`config.mk`:
```
export PLATFORM = sky130hd
export DESIGN_NAME = morse_letter_keyer_unit
export DESIGN_NICKNAME = d
export VERILOG_FILES = /design/src/rtl/core/mlk_pkg.sv /design/src/rtl/core/morse_letter_keyer_unit.sv /design/src/rtl/core/mlk_ctrl.sv /design/src/rtl/core/mlk_datapath.sv
export SDC_FILE = /design/constraint.sdc
export NUM_CORES = 1
export LEC_CHECK = 0
export BUFFER_PORTS_ARGS = -buffer_cell sky130_fd_sc_hd__buf_2
export CORE_MARGIN = 2
export CORE_UTILIZATION = 50
export DETAILED_ROUTE_END_ITERATION = 6
export HOLD_SLACK_MARGIN = 0.12
export PLACE_DENSITY = 0.7
export SLEW_MARGIN = 25
export SYNTH_ARGS = -nofsm -noshare
export SYNTH_HDL_FRONTEND = slang
export SYNTH_HIERARCHICAL = 1
export SYNTH_SLANG_ARGS = --single-unit
```
`constraint.sdc`:
```
create_clock -name clk -period 3 [get_ports clk]
set_clock_uncertainty 0.05 [all_clocks]
set_input_delay 0.45 -clock clk [delete_from_list [all_inputs] [get_ports clk]]
set_output_delay 0.45 -clock clk [all_outputs]
set_load 0.05 [all_outputs]
```
`src/rtl/core/mlk_pkg.sv`:
```
// mlk_pkg: shared types, constants and code tables of the morse letter keyer
// used by mlk_ctrl, mlk_datapath and morse_letter_keyer_unit; no dependencies
package mlk_pkg;

    localparam int LETTER_W  = 8;
    localparam int DUR_W     = 16;
    localparam int CFG_IDX_W = 8;
    localparam int SYM_MAX   = 4;
    localparam int SYM_CNT_W = 3;
    localparam int IDX_W     = 5;

    localparam logic [LETTER_W-1:0] LETTER_FIRST = 8'd97;
    localparam logic [LETTER_W-1:0] LETTER_LAST  = 8'd122;

    localparam logic [CFG_IDX_W-1:0] REG_SYMBOL_GAP = 8'd0;
    localparam logic [CFG_IDX_W-1:0] REG_DOT        = 8'd1;
    localparam logic [CFG_IDX_W-1:0] REG_DASH       = 8'd2;
    localparam logic [CFG_IDX_W-1:0] REG_LETTER_GAP = 8'd3;

    localparam logic [DUR_W-1:0] SYMBOL_GAP_RST = 16'd400;
    localparam logic [DUR_W-1:0] DOT_RST        = 16'd400;
    localparam logic [DUR_W-1:0] DASH_RST       = 16'd1200;
    localparam logic [DUR_W-1:0] LETTER_GAP_RST = 16'd600;

    typedef struct packed {
        logic load;
        logic emit_gap;
        logic emit_mark;
        logic emit_close;
        logic emit_bad;
    } mlk_cmd_t;

    typedef struct packed {
        logic in_bad;
        logic last_sym;
    } mlk_status_t;

    // number of symbols per letter
    function automatic logic [SYM_CNT_W-1:0] code_len(input logic [IDX_W-1:0] idx);
        logic [SYM_CNT_W-1:0] len;
        unique case (idx)
            5'd4, 5'd19: len = 3'd1;
            5'd0, 5'd8, 5'd12, 5'd13: len = 3'd2;
            5'd3, 5'd6, 5'd10, 5'd14, 5'd17, 5'd18, 5'd20, 5'd22: len = 3'd3;
            default: len = 3'd4;
        endcase
        return len;
    endfunction

    // symbol bits, first symbol in the highest used bit, 1 is dash
    function automatic logic [SYM_MAX-1:0] code_bits(input logic [IDX_W-1:0] idx);
        logic [SYM_MAX-1:0] bits;
        unique case (idx)
            5'd0:  bits = 4'd1;
            5'd1:  bits = 4'd8;
            5'd2:  bits = 4'd10;
            5'd3:  bits = 4'd4;
            5'd4:  bits = 4'd0;
            5'd5:  bits = 4'd2;
            5'd6:  bits = 4'd6;
            5'd7:  bits = 4'd0;
            5'd8:  bits = 4'd0;
            5'd9:  bits = 4'd7;
            5'd10: bits = 4'd5;
            5'd11: bits = 4'd4;
            5'd12: bits = 4'd3;
            5'd13: bits = 4'd2;
            5'd14: bits = 4'd7;
            5'd15: bits = 4'd6;
            5'd16: bits = 4'd13;
            5'd17: bits = 4'd2;
            5'd18: bits = 4'd0;
            5'd19: bits = 4'd1;
            5'd20: bits = 4'd1;
            5'd21: bits = 4'd1;
            5'd22: bits = 4'd3;
            5'd23: bits = 4'd9;
            5'd24: bits = 4'd11;
            5'd25: bits = 4'd12;
            default: bits = 4'd0;
        endcase
        return bits;
    endfunction

endpackage

```
`src/rtl/core/morse_letter_keyer_unit.sv`:
```
// morse_letter_keyer_unit: top level of the morse letter keyer
// depends on mlk_pkg, mlk_ctrl and mlk_datapath
//
// usage:
//   an item is taken at a rising edge with start high and busy low; letter
//   carries one ascii byte, lowercase a to z keys a letter
//   each result (led_on, duration_ms, bad_letter, last) is shown for one cycle
//   with strobe high; the receiver cannot stall, results are never held
//   a letter of n symbols gives 2n+1 results on consecutive cycles, the first
//   registered from the first gap state after the item is taken; last marks the closing gap
//   a byte outside a to z gives one result with bad_letter and last set
//   busy stays high until the last result is registered; the next item can
//   be taken in the cycle its last result is shown; the sequencer steps one
//   segment per cycle
//   config: cfg_index/cfg_data written when cfg_valid is high; cfg_ready is
//   always high; indexes beyond 3 are ignored; write only while idle
//   reset (rst_n low) clears the sequencer and strobe and loads the timing
//   registers with 400, 400, 1200 and 600 ms
module morse_letter_keyer_unit
(
    input  logic                               clk,
    input  logic                               rst_n,
    input  logic                               start,
    input  logic [mlk_pkg::LETTER_W-1:0]       letter,
    output logic                               busy,
    input  logic                               cfg_valid,
    output logic                               cfg_ready,
    input  logic [mlk_pkg::CFG_IDX_W-1:0]      cfg_index,
    input  logic [mlk_pkg::DUR_W-1:0]          cfg_data,
    output logic                               strobe,
    output logic                               led_on,
    output logic [mlk_pkg::DUR_W-1:0]          duration_ms,
    output logic                               bad_letter,
    output logic                               last
);

    mlk_pkg::mlk_cmd_t    cmd;
    mlk_pkg::mlk_status_t status;

    assign cfg_ready = 1'b1;

    mlk_ctrl u_ctrl
    (
        .clk    (clk),
        .rst_n  (rst_n),
        .start  (start),
        .status (status),
        .cmd    (cmd),
        .busy   (busy)
    );

    mlk_datapath u_datapath
    (
        .clk         (clk),
        .rst_n       (rst_n),
        .letter      (letter),
        .cfg_we      (cfg_valid & cfg_ready),
        .cfg_index   (cfg_index),
        .cfg_data    (cfg_data),
        .cmd         (cmd),
        .status      (status),
        .strobe      (strobe),
        .led_on      (led_on),
        .duration_ms (duration_ms),
        .bad_letter  (bad_letter),
        .last        (last)
    );

endmodule

```
`src/rtl/core/mlk_ctrl.sv`:
```
// mlk_ctrl: sequencer that steps through the segments of one letter
// depends on mlk_pkg for the command and status types
module mlk_ctrl
(
    input  logic                 clk,
    input  logic                 rst_n,
    input  logic                 start,
    input  mlk_pkg::mlk_status_t status,
    output mlk_pkg::mlk_cmd_t    cmd,
    output logic                 busy
);

    localparam logic [2:0] ST_IDLE  = 3'd0;
    localparam logic [2:0] ST_GAP   = 3'd1;
    localparam logic [2:0] ST_MARK  = 3'd2;
    localparam logic [2:0] ST_CLOSE = 3'd3;
    localparam logic [2:0] ST_BAD   = 3'd4;

    logic [2:0] state_reg;
    logic [2:0] state_next;

    always_ff @(posedge clk or negedge rst_n)
    begin
        if (!rst_n)
        begin
            state_reg <= ST_IDLE;
        end
        else
        begin
            state_reg <= state_next;
        end
    end

    always_comb
    begin
        state_next = state_reg;
        cmd        = '0;
        unique case (state_reg)
            ST_IDLE:
            begin
                if (start)
                begin
                    cmd.load   = 1'b1;
                    state_next = status.in_bad ? ST_BAD : ST_GAP;
                end
            end
            ST_GAP:
            begin
                cmd.emit_gap = 1'b1;
                state_next   = ST_MARK;
            end
            ST_MARK:
            begin
                cmd.emit_mark = 1'b1;
                state_next    = status.last_sym ? ST_CLOSE : ST_GAP;
            end
            ST_CLOSE:
            begin
                cmd.emit_close = 1'b1;
                state_next     = ST_IDLE;
            end
            ST_BAD:
            begin
                cmd.emit_bad = 1'b1;
                state_next   = ST_IDLE;
            end
            default:
            begin
                state_next = ST_IDLE;
            end
        endcase
    end

    assign busy = (state_reg != ST_IDLE);

endmodule

```
`src/rtl/core/mlk_datapath.sv`:
```
// mlk_datapath: timing registers, code lookup, symbol shifter and result registers
// depends on mlk_pkg for tables, constants and the command and status types
module mlk_datapath
(
    input  logic                                clk,
    input  logic                                rst_n,
    input  logic [mlk_pkg::LETTER_W-1:0]        letter,
    input  logic                                cfg_we,
    input  logic [mlk_pkg::CFG_IDX_W-1:0]       cfg_index,
    input  logic [mlk_pkg::DUR_W-1:0]           cfg_data,
    input  mlk_pkg::mlk_cmd_t                   cmd,
    output mlk_pkg::mlk_status_t                status,
    output logic                                strobe,
    output logic                                led_on,
    output logic [mlk_pkg::DUR_W-1:0]           duration_ms,
    output logic                                bad_letter,
    output logic                                last
);

    logic [mlk_pkg::DUR_W-1:0]     symbol_gap_reg;
    logic [mlk_pkg::DUR_W-1:0]     dot_reg;
    logic [mlk_pkg::DUR_W-1:0]     dash_reg;
    logic [mlk_pkg::DUR_W-1:0]     letter_gap_reg;

    logic [mlk_pkg::SYM_MAX-1:0]   bits_reg;
    logic [mlk_pkg::SYM_MAX-1:0]   bits_next;
    logic [mlk_pkg::SYM_CNT_W-1:0] cnt_reg;
    logic [mlk_pkg::SYM_CNT_W-1:0] cnt_next;

    logic                          strobe_reg;
    logic                          led_reg;
    logic [mlk_pkg::DUR_W-1:0]     dur_reg;
    logic                          bad_reg;
    logic                          last_reg;

    logic [mlk_pkg::LETTER_W-1:0]  offset;
    logic [mlk_pkg::IDX_W-1:0]     idx;
    logic [mlk_pkg::SYM_CNT_W-1:0] len;
    logic [mlk_pkg::SYM_MAX-1:0]   raw_bits;

    assign offset = letter - mlk_pkg::LETTER_FIRST;
    assign idx    = offset[mlk_pkg::IDX_W-1:0];
    assign len    = mlk_pkg::code_len(idx);
    assign raw_bits = mlk_pkg::code_bits(idx);

    assign status.in_bad   = (letter < mlk_pkg::LETTER_FIRST) ||
                             (letter > mlk_pkg::LETTER_LAST);
    assign status.last_sym = (cnt_reg == mlk_pkg::SYM_CNT_W'(1));

    // timing registers
    always_ff @(posedge clk or negedge rst_n)
    begin
        if (!rst_n)
        begin
            symbol_gap_reg <= mlk_pkg::SYMBOL_GAP_RST;
            dot_reg        <= mlk_pkg::DOT_RST;
            dash_reg       <= mlk_pkg::DASH_RST;
            letter_gap_reg <= mlk_pkg::LETTER_GAP_RST;
        end
        else if (cfg_we)
        begin
            if (cfg_index == mlk_pkg::REG_SYMBOL_GAP)
            begin
                symbol_gap_reg <= cfg_data;
            end
            if (cfg_index == mlk_pkg::REG_DOT)
            begin
                dot_reg <= cfg_data;
            end
            if (cfg_index == mlk_pkg::REG_DASH)
            begin
                dash_reg <= cfg_data;
            end
            if (cfg_index == mlk_pkg::REG_LETTER_GAP)
            begin
                letter_gap_reg <= cfg_data;
            end
        end
    end

    // symbols left-aligned so the next one is always the top bit
    always_comb
    begin
        bits_next = bits_reg;
        cnt_next  = cnt_reg;
        if (cmd.load)
        begin
            bits_next = raw_bits << (mlk_pkg::SYM_CNT_W'(mlk_pkg::SYM_MAX) - len);
            cnt_next  = len;
        end
        else if (cmd.emit_mark)
        begin
            bits_next = {bits_reg[mlk_pkg::SYM_MAX-2:0], 1'b0};
            cnt_next  = cnt_reg - mlk_pkg::SYM_CNT_W'(1);
        end
    end

    always_ff @(posedge clk)
    begin
        bits_reg <= bits_next;
        cnt_reg  <= cnt_next;
    end

    always_ff @(posedge clk or negedge rst_n)
    begin
        if (!rst_n)
        begin
            strobe_reg <= 1'b0;
        end
        else
        begin
            strobe_reg <= cmd.emit_gap | cmd.emit_mark | cmd.emit_close | cmd.emit_bad;
        end
    end

    // result registers
    always_ff @(posedge clk)
    begin
        priority if (cmd.emit_gap)
        begin
            led_reg  <= 1'b0;
            dur_reg  <= symbol_gap_reg;
            bad_reg  <= 1'b0;
            last_reg <= 1'b0;
        end
        else if (cmd.emit_mark)
        begin
            led_reg  <= 1'b1;
            dur_reg  <= bits_reg[mlk_pkg::SYM_MAX-1] ? dash_reg : dot_reg;
            bad_reg  <= 1'b0;
            last_reg <= 1'b0;
        end
        else if (cmd.emit_close)
        begin
            led_reg  <= 1'b0;
            dur_reg  <= letter_gap_reg;
            bad_reg  <= 1'b0;
            last_reg <= 1'b1;
        end
        else if (cmd.emit_bad)
        begin
            led_reg  <= 1'b0;
            dur_reg  <= '0;
            bad_reg  <= 1'b1;
            last_reg <= 1'b1;
        end
        else
        begin
            led_reg  <= led_reg;
            dur_reg  <= dur_reg;
            bad_reg  <= bad_reg;
            last_reg <= last_reg;
        end
    end

    assign strobe      = strobe_reg;
    assign led_on      = led_reg;
    assign duration_ms = dur_reg;
    assign bad_letter  = bad_reg;
    assign last        = last_reg;

endmodule
```
-- Word-level counts from Yosys, hierarchy flattened
Memory sizes are Yosys's and may differ from the RTL's.
Index checks and enable logic that the tools add are counted.
- $add $sub $neg: 3
- reduce and logical (&&, ||, !) cells: 14
- multipliers: 0
- equal/unequal tests: 9
- order comparisons: 2
- multiplexer cells: 24
- divide/modulo/power cells: 0
- shift-type cells: 1
- bitwise logic cells: 3
- operators by type and width (operator ; number):
    $mux 16 ; 5
    $eq 8x2->1 const B ; 2
    $mux 3 ; 4
    $mux 1 ; 11
    $pmux 3 s3 ; 1
    $eq 8x1->1 const B ; 1
    $gt 8x7->1 const B ; 1
    $logic_not 8->1 ; 1
    $lt 8x7->1 const B ; 1
    $mux 4 ; 2
    $reduce_and 2->1 ; 4
    $eq 3x1->1 const B ; 2
    $eq 3x2->1 const B ; 2
    $reduce_bool 3->1 ; 2
    $sub 5x1->5 const B ; 1
    $reduce_bool 2->1 ; 2
    $reduce_bool 4->1 ; 1
    $shl 4x3->4 ; 1
    $eq 3x3->1 const B ; 1
    $logic_not 3->1 ; 1
    $or 1x1->1 ; 3
    $reduce_or 3->1 ; 1
    $sub 3x1->3 const B ; 1
    $sub 3x3->3 const A ; 1
    other kinds (4) ; 4
- logic and storage cells: 70
- memory bits (writable): 0
- latch bits: 0
- ROM bits: 224
- memories kept: 2
- flip-flop bits (word level): 94
- bits of input ports: 36
- memories (name ; words ; width ; read ports ; clocked after memory_dff ; write ports ; RTL line ; RTL):
    (no name shown) ; 32 ; 4 ; 1 ; 0 ; 0 ; mlk_pkg.sv:53 ; unique case (idx)
    (no name shown) ; 32 ; 3 ; 1 ; 0 ; 0 ; mlk_pkg.sv:41 ; unique case (idx)

-- Longest topological paths before layout
Gate-level depths: netlist of the first run.
- depth in word-level cells: 6
- depth in mapped cells: 15

-- Cells and area by module
The synthesis of the first run kept the hierarchy.
- by module, submodules not included (module ; area an instance (µm²) ; cells an instance ; times used ; sequential area each (µm²)):
    mlk_datapath ; 4758.3 ; 419 ; 1 ; 2394.8
    mlk_ctrl ; 172.7 ; 16 ; 1 ; 75.1
    morse_letter_keyer_unit ; 11.3 ; 2 ; 1 ; 0.0

-- Least setup slack after synthesis of the first run
OpenSTA, ideal clock, no wires.
- path type: input -> register
- from: input letter[0] (netlist bit)
- to: register u_datapath/bits_reg[3] (netlist bit) (data pin)
- setup time: 0.176 ns
- cell stages on the path: 12
- slack: -0.017 ns
- arrival: 2.791 ns
- data required time: 2.774 ns
- buffers on the path: 2
- cells stage by stage: clkbuf_1 inv_1 ha_1 buf_4 nand2b_1 or3_1 a31oi_1 o2bb2ai_4 ha_1 nand2b_1 mux2_2 o32ai_1
- cells in the longest elaborated chain, start to end: 5
- elaborated cells between the ends (all ways): 6
- ends and longest elaborated chain (what ; RTL line ; RTL):
    start, declared ; morse_letter_keyer_unit.sv:24 ; input logic [mlk_pkg::LETTER_W-1:0] letter,
    $sub 5x1->5 * ; mlk_datapath.sv:41 ; assign offset = letter - mlk_pkg::LETTER_FIRST;
    $mem_v2 32x3 ; - ;
    $sub 3x3->3 ; mlk_datapath.sv:88 ; bits_next = raw_bits << (mlk_pkg::SYM_CNT_W'(mlk_pkg::SYM_MAX) - len);
    $shl 4x3->4 * ; mlk_datapath.sv:88 ;
    $mux 4 * ; mlk_datapath.sv:86 ; if (cmd.load)
    net u_datapath.bits_next (one bit) ; mlk_datapath.sv:26 ; logic [mlk_pkg::SYM_MAX-1:0] bits_next;
    end signal, assigned ; mlk_datapath.sv:100 ; bits_reg <= bits_next;
    end, declared ; mlk_datapath.sv:25 ; logic [mlk_pkg::SYM_MAX-1:0] bits_reg;
Mark *: on every way through the listed nets, which the timed path passes. The rest lies on a longest branch.
A chain may end at the register's enable or synchronous reset.

-- Final worst setup path of the first run
- from: input letter[1] (netlist bit)
- to: register u_datapath/bits_reg[3] (netlist bit) (data pin)
The elaborated chain is that of the path after synthesis.

==> results of run 1 <==
## critical path: cells and delay by family
kind | cells | cell delay (ps)
AO/OA/AOI/OAI | 3 | 770
buffers and inverters | 4 | 560
adder cells (fa/ha/maj) | 2 | 520
multiplexers | 1 | 290
AND/OR/NAND/NOR | 2 | 250
## through the flow
step / TNS, ps / area (sq um) / std cells / hold WS [ps] / util (%)
6_report: 0 / 5630 / 638 / 230 / 58.2
5_1_grt: 0 / 5630 / 638 / 264 / 58.2
4_1_cts: 0 / 5630 / 638 / 250 / 58.2
3_5_place_dp: -129 / 5450 / 622 / 429 / 56.3
3_3_place_gp: 0 / 5450 / 622 / 413 / 56.3
2_1_floorplan: 0 / 4940 / 437 / 104 / -
## cell families (layout without fill, tap and decap cells)
family / count (synthesis) / in the layout / share of synthesized area [%]
compound gates: 105 / 105 / 14.3
xor+xnor: 6 / 6 / 1.22
fa+ha+maj: 9 / 9 / 2.23
buf+inv: 59 / 127 / 5.04
flops: 94 / 94 / 50.0
mux: 74 / 74 / 16.6
other cells: 1 / 1 / 0.0759
simple gates: 89 / 89 / 10.6
## worst max path at each step
stage	start	endpoint	cells after the start
finish	letter[1]	u_datapath/bits_reg[3]	12
global route	letter[1]	u_datapath/bits_reg[3]	13
CTS	letter[1]	u_datapath/bits_reg[3]	13
detailed placement	letter[1]	u_datapath/bits_reg[3]	13
global placement	letter[1]	u_datapath/bits_reg[3]	12
floorplan	letter[1]	u_datapath/bits_reg[3]	12
## per-layer routing
metal	up-vias	GRT usage [%]
li1	1717	-
met1	1752	26.2
met2	101	34.9
met3	18	4.84
met4	0	8.20
met5	-	0
## layout by cell type, fill, tap and decap left out, types with 4 or more instances in the layout
master    synthesis  layout
nand3_1           5       5
dfstp_2          14      14
nor3_1            4       4
dfrtp_1          54      54
nand2_1          22      22
buf_2             7      56
inv_1            29      29
a21oi_1          26      26
a221oi_1         16      16
mux2i_1          10      10
ha_1              8       8
nor2_1           16      16
nand2b_1          6       6
o21ai_0          31      30
buf_4             5      25
clkbuf_8          0      10
nor2b_1           8       8
edfxtp_1         23      23
mux2_2           64      64
## power groups by stage
stage,Sequential [mW],Clock (mW),Combinational [mW]
6_report,1.55,0.776,0.784
5_1_grt,1.57,0.859,0.853
4_1_cts,1.56,0.798,0.788
3_5_place_dp,1.58,0,0.784
3_3_place_gp,1.58,0,0.774
2_1_floorplan,1.77,0,0.360
## layout make-up
| type | instances | share of cell area, % |
|---|---|---|
| Clock buffer | 11 | 2.51 |
| Clock inverter | 5 | 0.711 |
| Inverter | 30 | 2.00 |
| Multi-Input combinational cell | 284 | 39.7 |
| Sequential cell | 94 | 43.8 |
| Tap cell | 133 | 2.95 |
| Timing Repair Buffer | 81 | 8.31 |
## what timing repair did
item | 4_1_cts | 5_1_grt
hold buffers | 0 | 0
setup endpoints to repair | 0 | 1
resized for setup | 0 | 1
hold endpoints to repair | 0 | 0
==> results.tsv, run 1 <==
stage	metric	value	unit
run_status	status	completed	
routing	Post-Route WL	10.6	mm
worst_setup_path	worst path required time	3130	ps
routing	antenna viol nets, final	0	
logic_synthesis	register area share after synthesis	50.0	%
placed_design	gp weighted congestion	0.892	
pwr	Clk pwr share	24.9	%
grt	vias in the first global route	3489	
logic_synthesis	Avg Cell Area, Syn	11.3	sq um
sta	Worst-Margin Slew	839	ps
worst_setup_path	CP max FO	12	
pwr	Net Sw Frac	33.5	%
worst_setup_path	CP Launch Type	input pin	
pwr	part of the power in registers	49.9	%
sta	Max Fclk	0.367	GHz
routing	DR WL/cell	16.6	microns
final_layout	Antenna diodes	0	
grt	Overflow after GRT	0	
sta	Slew headroom	44.0	%
routing	routed vias/inst	5.62	
floorplanning	die width	103	microns
logic_synthesis	Top FF cell, synth	dfrtp_1	
sta	post-layout min period	2720	ps
grt	pin count of the biggest net entering global routing	69	
placed_design	IO buf count	56	
worst_setup_path	CP endpoint kind	flop	
logic_synthesis	synth cell count leaders	64 x mux2_2, 54 x dfrtp_1, 31 x o21ai_0	
logic_synthesis	Mapped Area	4940	sq um
pwr	Pint	2.07	mW
sta	final worst-path setup slack	279	ps
routing	detailed-route DRC error count	0	
floorplanning	FP Rows	36	
logic_synthesis	most frequent cell after synthesis	mux2_2	
logic_synthesis	Synth Register Bits	94	
worst_setup_path	Crit Path Class	in2reg	
routing	vias	3588	
sta	final critical-path share of the clock period	90.7	%
final_layout	Nets	544	
final_layout	register area	2470	sq um
routing	DR WL met3	522	microns
clock_tree	CTS H-tree lvls	3	
logic_synthesis	Synth top area share	27.3	%
clock_tree	Worst-Skew Late Latency	360	ps
sta	RSZ-0062 raised after global routing	false	
sta	fin. max-slew vios	0	
clock_tree	Max Buffers Root-to-Sink	2	
pwr	logic gate share of total power	25.2	%
clock_tree	TritonCTS clock tree	done	
sta	final setup violation count	0	
clock_tree	clock buffers created by TritonCTS	9	
grt	first-pass GRT wire length	17.1	mm
routing	uppermost routed layer	met4	
logic_synthesis	synth warn	6	
clock_tree	Post-CTS Setup Inserts	0	
job	max_cap viols	0	
worst_setup_path	Reg2Reg Setup Slack	1000	ps
logic_synthesis	post-synth net total	481	
pwr	Power Dens Cells	553	nW/um^2
logic_synthesis	Synth cell types	66	
final_layout	Area Growth Syn to Fin	14.0	%
worst_setup_path	R2R Path End	u_datapath/duration_ms[15]	
final_layout	layout cells sized above 1	37.0	%
routing	Starting DRT DRC Count	130	
floorplanning	core area	9680	sq um
grt	initial antenna violation count	0	
worst_setup_path	R2R depth	6	
logic_synthesis	Area contributors post-synth	dfrtp_1 27%, mux2_2 15%, edfxtp_1 14%	
logic_synthesis	synthesized instance count	437	
worst_setup_path	reg2reg start	u_ctrl/state_reg[1]	
pwr	total power	3.11	mW
pwr	net switching power	1.04	mW
logic_synthesis	number of flops mapped to enable cells by yosys	23	
placed_design	pre-CTS WS	-58.6	ps
floorplanning	die span in y	103	microns
floorplanning	starting density of the core	51.0	%
worst_setup_path	CP Cell Sequence	buf_2, inv_1, ha_1, buf_4, inv_1, and3_1, a221o_1, o2bb2ai_4, ha_1, nand2_1, mux2_2, o32ai_1	
final_layout	Multi-input gate area	2230	sq um
worst_setup_path	max incr delay on CP	340	ps
clock_tree	root buffer cell	clkbuf_8	
clock_tree	Worst-path clk slew	90	ps
routing	met1 wire length	4.52	mm
sta	Hold Vio Cnt, Final	0	
pwr	leakage power	2.57	nW
worst_setup_path	Arr. time, crit path	2850	ps
final_layout	# fillers	790	
pwr	peak supply drop	250	uV
min_path	Hold Crit Class	in2async	
grt	Overall Global Routing Usage	20.8	%
worst_setup_path	Worst path slowest cell	ha_1	
clock_tree	clk sinks	94	
floorplanning	Die Area	10700	sq um
placed_design	DP HPWL	6.98	mm
logic_synthesis	async set or reset register ratio after synthesis	72.3	%
routing	DRT Pass-1 Iters	4	
floorplanning	Top Ports	58	
logic_synthesis	Yosys top cell by area	dfrtp_1	
routing	met2 routed WL	5.35	mm
(Power assumes the default switching activity.)
==> inputs of run 2 (changes only) <==
Clock period 3 ns to 2.9 ns, I/O delays scaled along.
==> run 2 against run 1 <==
Total power grew 8.6%; flip-flop and latch count is the same; die area stayed put; critical path type unchanged.
==> results.tsv, run 2 (same netlist as run 1, synthesis figures left out) <==
stage	metric	value	unit	change
run_status	status	completed		unchanged
worst_setup_path	CP Launch Type	input pin		unchanged
clock_tree	TritonCTS clock tree	done		unchanged
grt	Overall Global Routing Usage	20.8	%	about the same
floorplanning	Top Ports	58		unchanged
clock_tree	Worst-path clk slew	90	ps	about the same
clock_tree	clock buffers created by TritonCTS	9		unchanged
job	max_cap viols	0		unchanged
pwr	Pint	2.29	mW	was 2.07 mW
pwr	Power Dens Cells	588	nW/um^2	was 553 nW/um^2
floorplanning	starting density of the core	51.0	%	unchanged
grt	vias in the first global route	3446		was 3489
final_layout	Final Non-Filler Cells	644		was 638
pwr	total power	3.38	mW	was 3.11 mW
final_layout	Nets	550		was 544
placed_design	gp weighted congestion	0.904		was 0.892
placed_design	pre-CTS WS	64.2	ps	was -58.6 ps
placed_design	IO buf count	56		unchanged
final_layout	leading cell types in the layout, fill and taps excluded	64 x mux2_2, 56 x buf_2, 54 x dfrtp_1		unchanged
sta	final critical-path share of the clock period	86.8	%	
worst_setup_path	Arr. time, crit path	2640	ps	was 2850 ps
clock_tree	clk sinks	94		unchanged
grt	initial antenna violation count	0		unchanged
pwr	net switching power	1.09	mW	was 1.04 mW
sta	WHS	263	ps	was 230 ps
worst_setup_path	worst path required time	3030	ps	was 3130 ps
pwr	Net Sw Frac	32.3	%	was 33.5%
sta	fin. max-slew vios	0		unchanged
sta	Max Fclk	0.397	GHz	
pwr	peak supply drop	252	uV	was 250 uV
sta	Hold Vio Cnt, Final	0		unchanged
routing	Starting DRT DRC Count	194		was 130
clock_tree	root buffer cell	clkbuf_8		unchanged
worst_setup_path	Crit Path Class	in2reg		unchanged
sta	final setup violation count	0		unchanged
routing	DR WL/cell	16.6	microns	about the same
routing	antenna viol nets, final	0		unchanged
sta	final worst-path setup slack	383	ps	was 279 ps
min_path	Hold Crit Class	in2reg		was in2async
routing	DRT Pass-1 Iters	5		was 4
sta	RSZ-0062 raised after global routing	false		unchanged
routing	met2 routed WL	5.43	mm	was 5.35 mm
routing	vias	3649		was 3588
final_layout	# fillers	811		was 790
clock_tree	Post-CTS Setup Inserts	0		unchanged
floorplanning	die span in y	103	microns	unchanged
grt	pin count of the biggest net entering global routing	38		was 69
sta	Worst-Margin Slew	763	ps	was 839 ps
worst_setup_path	CP endpoint kind	flop		unchanged
pwr	logic gate share of total power	24.9	%	was 25.2%
routing	detailed-route DRC error count	0		unchanged
clock_tree	Worst-Skew Late Latency	360	ps	about the same
clock_tree	cts repair resizes	0		unchanged
clock_tree	Max Buffers Root-to-Sink	2		unchanged
final_layout	most common cell after layout, fill and taps aside	mux2_2		unchanged
clock_tree	CTS H-tree lvls	3		unchanged
floorplanning	Die Area	10700	sq um	unchanged
clock_tree	hold_buf cts	1		was 0
final_layout	layout cells sized above 1	38.4	%	was 37.0%
pwr	Clk pwr share	28.1	%	was 24.9%
final_layout	Antenna diodes	0		unchanged
routing	uppermost routed layer	met4		unchanged
sta	Slew headroom	49.1	%	was 44.0%
placed_design	placed cell count	627		was 622
sta	post-layout min period	2520	ps	
floorplanning	FP Rows	36		unchanged
final_layout	Area Growth Syn to Fin	16.4	%	was 14.0%
routing	routed vias/inst	5.67		was 5.62
routing	met1 wire length	4.57	mm	was 4.52 mm
routing	Post-Route WL	10.7	mm	was 10.6 mm
worst_setup_path	CP max FO	5		was 12
floorplanning	die width	103	microns	unchanged
grt	Overflow after GRT	0		unchanged
placed_design	DP HPWL	7.16	mm	was 6.98 mm
sta	Sum Neg Setup Slack	0	ps	unchanged
routing	DR WL met3	518	microns	was 522 microns
floorplanning	core area	9680	sq um	unchanged
pwr	part of the power in registers	47.0	%	was 49.9%
pwr	leakage power	2.63	nW	was 2.57 nW
grt	first-pass GRT wire length	16.9	mm	was 17.1 mm
run 2: final timing paths:
kind,cells past startpoint,from,to,slack (ps)
worst min register to register,1,u_datapath/last,u_datapath/last,440
worst max register to register,6,u_ctrl/state_reg[1],u_datapath/duration_ms[10],860
worst max-delay path,13,letter[0],u_datapath/bits_reg[3],380
min in group asynchronous,2,rst_n,u_datapath/symbol_gap_reg[3],640
worst min-delay path,3,cfg_data[8],u_datapath/symbol_gap_reg[8],260
max in group asynchronous,3,rst_n,u_datapath/dash_reg[5],1430
run 2: per-stage QoR:
step | instance area (sq um) | util [%]
6_report | 5750 | 59.4
2_1_floorplan | 4950 | -
3_5_place_dp | 5520 | 57.0
3_3_place_gp | 5520 | 57.0
5_1_grt | 5750 | 59.4
4_1_cts | 5750 | 59.4
run 2: per-layer routing:
metal / vias up / track usage [%]
li1: 1728 / -
met1: 1807 / 25.9
met2: 98 / 36.1
met3: 16 / 4.50
met4: 0 / 6.58
met5: - / 0
run 2: layout make-up:
| type | count | area [sq um] | area share [%] |
|---|---|---|---|
| Inverter | 30 | 113 | 1.96 |
| Clock inverter | 5 | 61.3 | 1.07 |
| Multi-Input combinational cell | 284 | 2240 | 38.9 |
| Sequential cell | 94 | 2470 | 42.9 |
| Timing Repair Buffer | 87 | 541 | 9.39 |
| Tap cell | 133 | 166 | 2.89 |
| Clock buffer | 11 | 163 | 2.83 |
run 2: power by group through the flow:
stage          clock [mW]  combinational (mW)  sequential, mW
2_1_floorplan           0               0.373            1.83
3_3_place_gp            0               0.831            1.61
3_5_place_dp            0               0.847            1.62
4_1_cts             0.968               0.851            1.59
5_1_grt              1.03               0.917            1.61
6_report            0.950               0.844            1.59
run 2: critical path, stage by stage:
cell	delay, ps
buf_2	110
inv_2	50
ha_1	260
and2b_1	230
nor2_1	90
a21oi_1	50
a211oi_1	280
a21oi_1	70
o21ai_0	260
ha_1	200
nand2_1	50
mux2_2	290
o32ai_1	270
==> inputs of run 3 (changes only) <==
Settings changed: CELL_PAD_IN_SITES_DETAIL_PLACEMENT set to 1, CELL_PAD_IN_SITES_GLOBAL_PLACEMENT set to 2, CORE_UTILIZATION 50 to 39, PLACE_DENSITY 0.7 to unset, PLACE_DENSITY_LB_ADDON set to 0.1.
==> run 3 against run 2 <==
First-iteration DRC count down 11%; sequential share of layout area down 1.6 points; cell count up 7.8%; hold slack better by 23 ps; critical path depth down 2; clock-buffer cell count unchanged; core utilization down 12 points; global-route usage down 1.1 points; wire length up 16%; die area up 27%; via count up 0.22%; setup slack worse by 76 ps; largest cell class unchanged.
==> results.tsv, run 3 (same netlist as run 1, synthesis figures left out) <==
stage	metric	value	unit	change
floorplanning	Die Area	13600	sq um	was 10700 sq um
worst_setup_path	CP Cell Sequence	buf_2, inv_2, ha_1, nor3b_4, xnor2_1, a221o_1, o2bb2ai_4, ha_1, nand2b_1, mux2_2, o32ai_1		was buf_2, inv_2, ha_1, and2b_1, nor2_1, a21oi_1, a211oi_1, a21oi_1, o21ai_0, ha_1, nand2_1, mux2_2, o32ai_1
grt	initial antenna violation count	0		unchanged
floorplanning	die width	117	microns	was 103 microns
worst_setup_path	Crit Path Class	in2reg		unchanged
placed_design	IO buf count	56		unchanged
run_status	status	completed		unchanged
pwr	leakage power	2.73	nW	was 2.63 nW
final_layout	final instance area	5970	sq um	was 5750 sq um
pwr	Power Dens Cells	622	nW/um^2	was 588 nW/um^2
worst_setup_path	Worst path top cell family by delay	compound AO/OA/AOI/OAI gates		unchanged
clock_tree	clock buffers created by TritonCTS	9		unchanged
placed_design	DP HPWL	8.50	mm	was 7.16 mm
clock_tree	Max Buffers Root-to-Sink	2		unchanged
clock_tree	root buffer cell	clkbuf_16		was clkbuf_8
worst_setup_path	most used cell along the critical path	ha_1		
placed_design	gp weighted congestion	0.864		was 0.904
floorplanning	starting density of the core	39.5	%	was 51.0%
sta	fin. max-slew vios	0		unchanged
clock_tree	Worst-Skew Late Latency	340	ps	was 360 ps
grt	Overflow after GRT	0		unchanged
sta	final worst-path setup slack	307	ps	was 383 ps
placed_design	pre-CTS WS	-41.7	ps	was 64.2 ps
final_layout	Antenna diodes	0		unchanged
grt	GRT busiest layer	met2		unchanged
routing	detailed-route DRC error count	0		unchanged
pwr	peak supply drop	242	uV	was 252 uV
pwr	total power	3.72	mW	was 3.38 mW
worst_setup_path	CP max FO	8		was 5
sta	final critical-path share of the clock period	89.4	%	was 86.8%
sta	RSZ-0062 raised after global routing	false		unchanged
placed_design	Post-DP Area	5640	sq um	was 5520 sq um
final_layout	most common cell after layout, fill and taps aside	mux2_2		unchanged
routing	vias	3657		was 3649
sta	post-layout min period	2590	ps	was 2520 ps
clock_tree	clk sinks	94		unchanged
clock_tree	TritonCTS clock tree	done		unchanged
worst_setup_path	worst path required time	3010	ps	was 3030 ps
grt	pin count of the biggest net entering global routing	34		was 38
clock_tree	CTS H-tree lvls	3		unchanged
clock_tree	Worst-path clk slew	70	ps	was 90 ps
final_layout	Area Growth Syn to Fin	20.9	%	was 16.4%
sta	Slew headroom	51.7	%	was 49.1%
worst_setup_path	CP Launch Type	input pin		unchanged
sta	Max Fclk	0.386	GHz	was 0.397 GHz
final_layout	leading cell types in the layout, fill and taps excluded	64 x mux2_2, 56 x buf_2, 54 x dfrtp_1		unchanged
routing	DRT Pass-1 Iters	4		was 5
routing	Starting DRT DRC Count	172		was 194
floorplanning	core area	12500	sq um	was 9680 sq um
floorplanning	Top Ports	58		unchanged
clock_tree	Post-CTS Setup Inserts	0		unchanged
grt	vias in the first global route	3882		was 3446
final_layout	Nets	561		was 550
grt	first-pass GRT wire length	20.5	mm	was 16.9 mm
sta	Hold Vio Cnt, Final	0		unchanged
min_path	Hold Crit Class	in2reg		unchanged
worst_setup_path	Arr. time, crit path	2700	ps	was 2640 ps
final_layout	layout cells sized above 1	39.7	%	was 38.4%
floorplanning	FP Rows	41		was 36
grt	met3 global-route usage	2.34	%	was 4.50%
worst_setup_path	max incr delay on CP	380	ps	was 290 ps
job	max_cap viols	0		unchanged
sta	final setup violation count	0		unchanged
worst_setup_path	CP endpoint kind	flop		unchanged
worst_setup_path	Worst path slowest cell	nor3b_4		was mux2_2
final_layout	# fillers	1401		was 811
grt	met2 Use GR	35.1	%	was 36.1%
routing	antenna viol nets, final	0		unchanged
sta	Worst-Margin Slew	724	ps	was 763 ps
floorplanning	die span in y	117	microns	was 103 microns
grt	met1 Use GR	24.4	%	was 25.9%
grt	Overall Global Routing Usage	19.7	%	was 20.8%
routing	routed vias/inst	5.27		was 5.67
routing	Post-Route WL	12.4	mm	was 10.7 mm
routing	DR WL/cell	17.8	microns	was 16.6 microns
worst_setup_path	Buffers & Inverters on Critical Path	2		unchanged
-- run 3: cell types whose count changed in the layout (fill, tap and decap cells not counted) --
| cell | change |
|---|---|
| clkbuf_16 | +9 |
| o21ai_0 | -1 |
| buf_12 | -1 |
| o21ai_1 | +1 |
| clkbuf_8 | -9 |
| buf_4 | +12 |
-- run 3: area by class of cell --
class,instances,area (sq um),share of cell area [%]
Sequential cell,94,2470,41.3
Multi-Input combinational cell,284,2240,37.5
Timing Repair Buffer,98,611,10.2
Clock buffer,11,264,4.42
Tap cell,172,215,3.60
Inverter,30,113,1.88
Clock inverter,5,61.3,1.03
-- run 3: final timing paths --
check	cells past startpoint	slack [ps]	endpoint	startpoint
worst min-delay path	3	290	u_datapath/symbol_gap_reg[8]	cfg_data[8]
worst min register to register	2	450	u_datapath/symbol_gap_reg[4]	u_datapath/symbol_gap_reg[4]
worst max register to register	5	940	u_datapath/duration_ms[13]	u_ctrl/state_reg[1]
max in group asynchronous	3	1450	u_datapath/dash_reg[7]	rst_n
worst max-delay path	11	310	u_datapath/bits_reg[3]	letter[0]
min in group asynchronous	2	640	u_datapath/symbol_gap_reg[3]	rst_n
-- run 3: power by group --
| group | switching, mW | internal [mW] |
|---|---|---|
| Combinational | 0.578 | 0.287 |
| Sequential | 0.0593 | 1.53 |
| Clock | 0.511 | 0.751 |
-- run 3: metal layers --
metal  vias up  wire [microns]
li1       1749               -
met1      1836            5410
met2        56            6400
met3        16             300
met4         0             247
met5         -               0
-- run 3: what timing repair did --
item                                    in CTS  in global routing
gates resized for setup                      0                  1
hold buffers                                 1                  0
hold endpoints to repair                    18                  0
endpoints found under the setup margin       0                  1
-- run 3: worst min-delay path, delay by kind of cell --
kind / cells / cell delay (ps)
AO/OA/AOI/OAI: 1 / 70
buffers and inverters: 1 / 120
AND/OR/NAND/NOR: 1 / 50
-- run 3: per-stage QoR --
step	TNS [ps]	std cells	hold slack (ps)	util, %
finish	0	694	286	47.7
global route	0	694	292	47.7
CTS	0	694	273	47.7
detailed placement	-52.5	677	435	45.1
global placement	0	677	413	45.1
floorplan	0	437	89.4	-
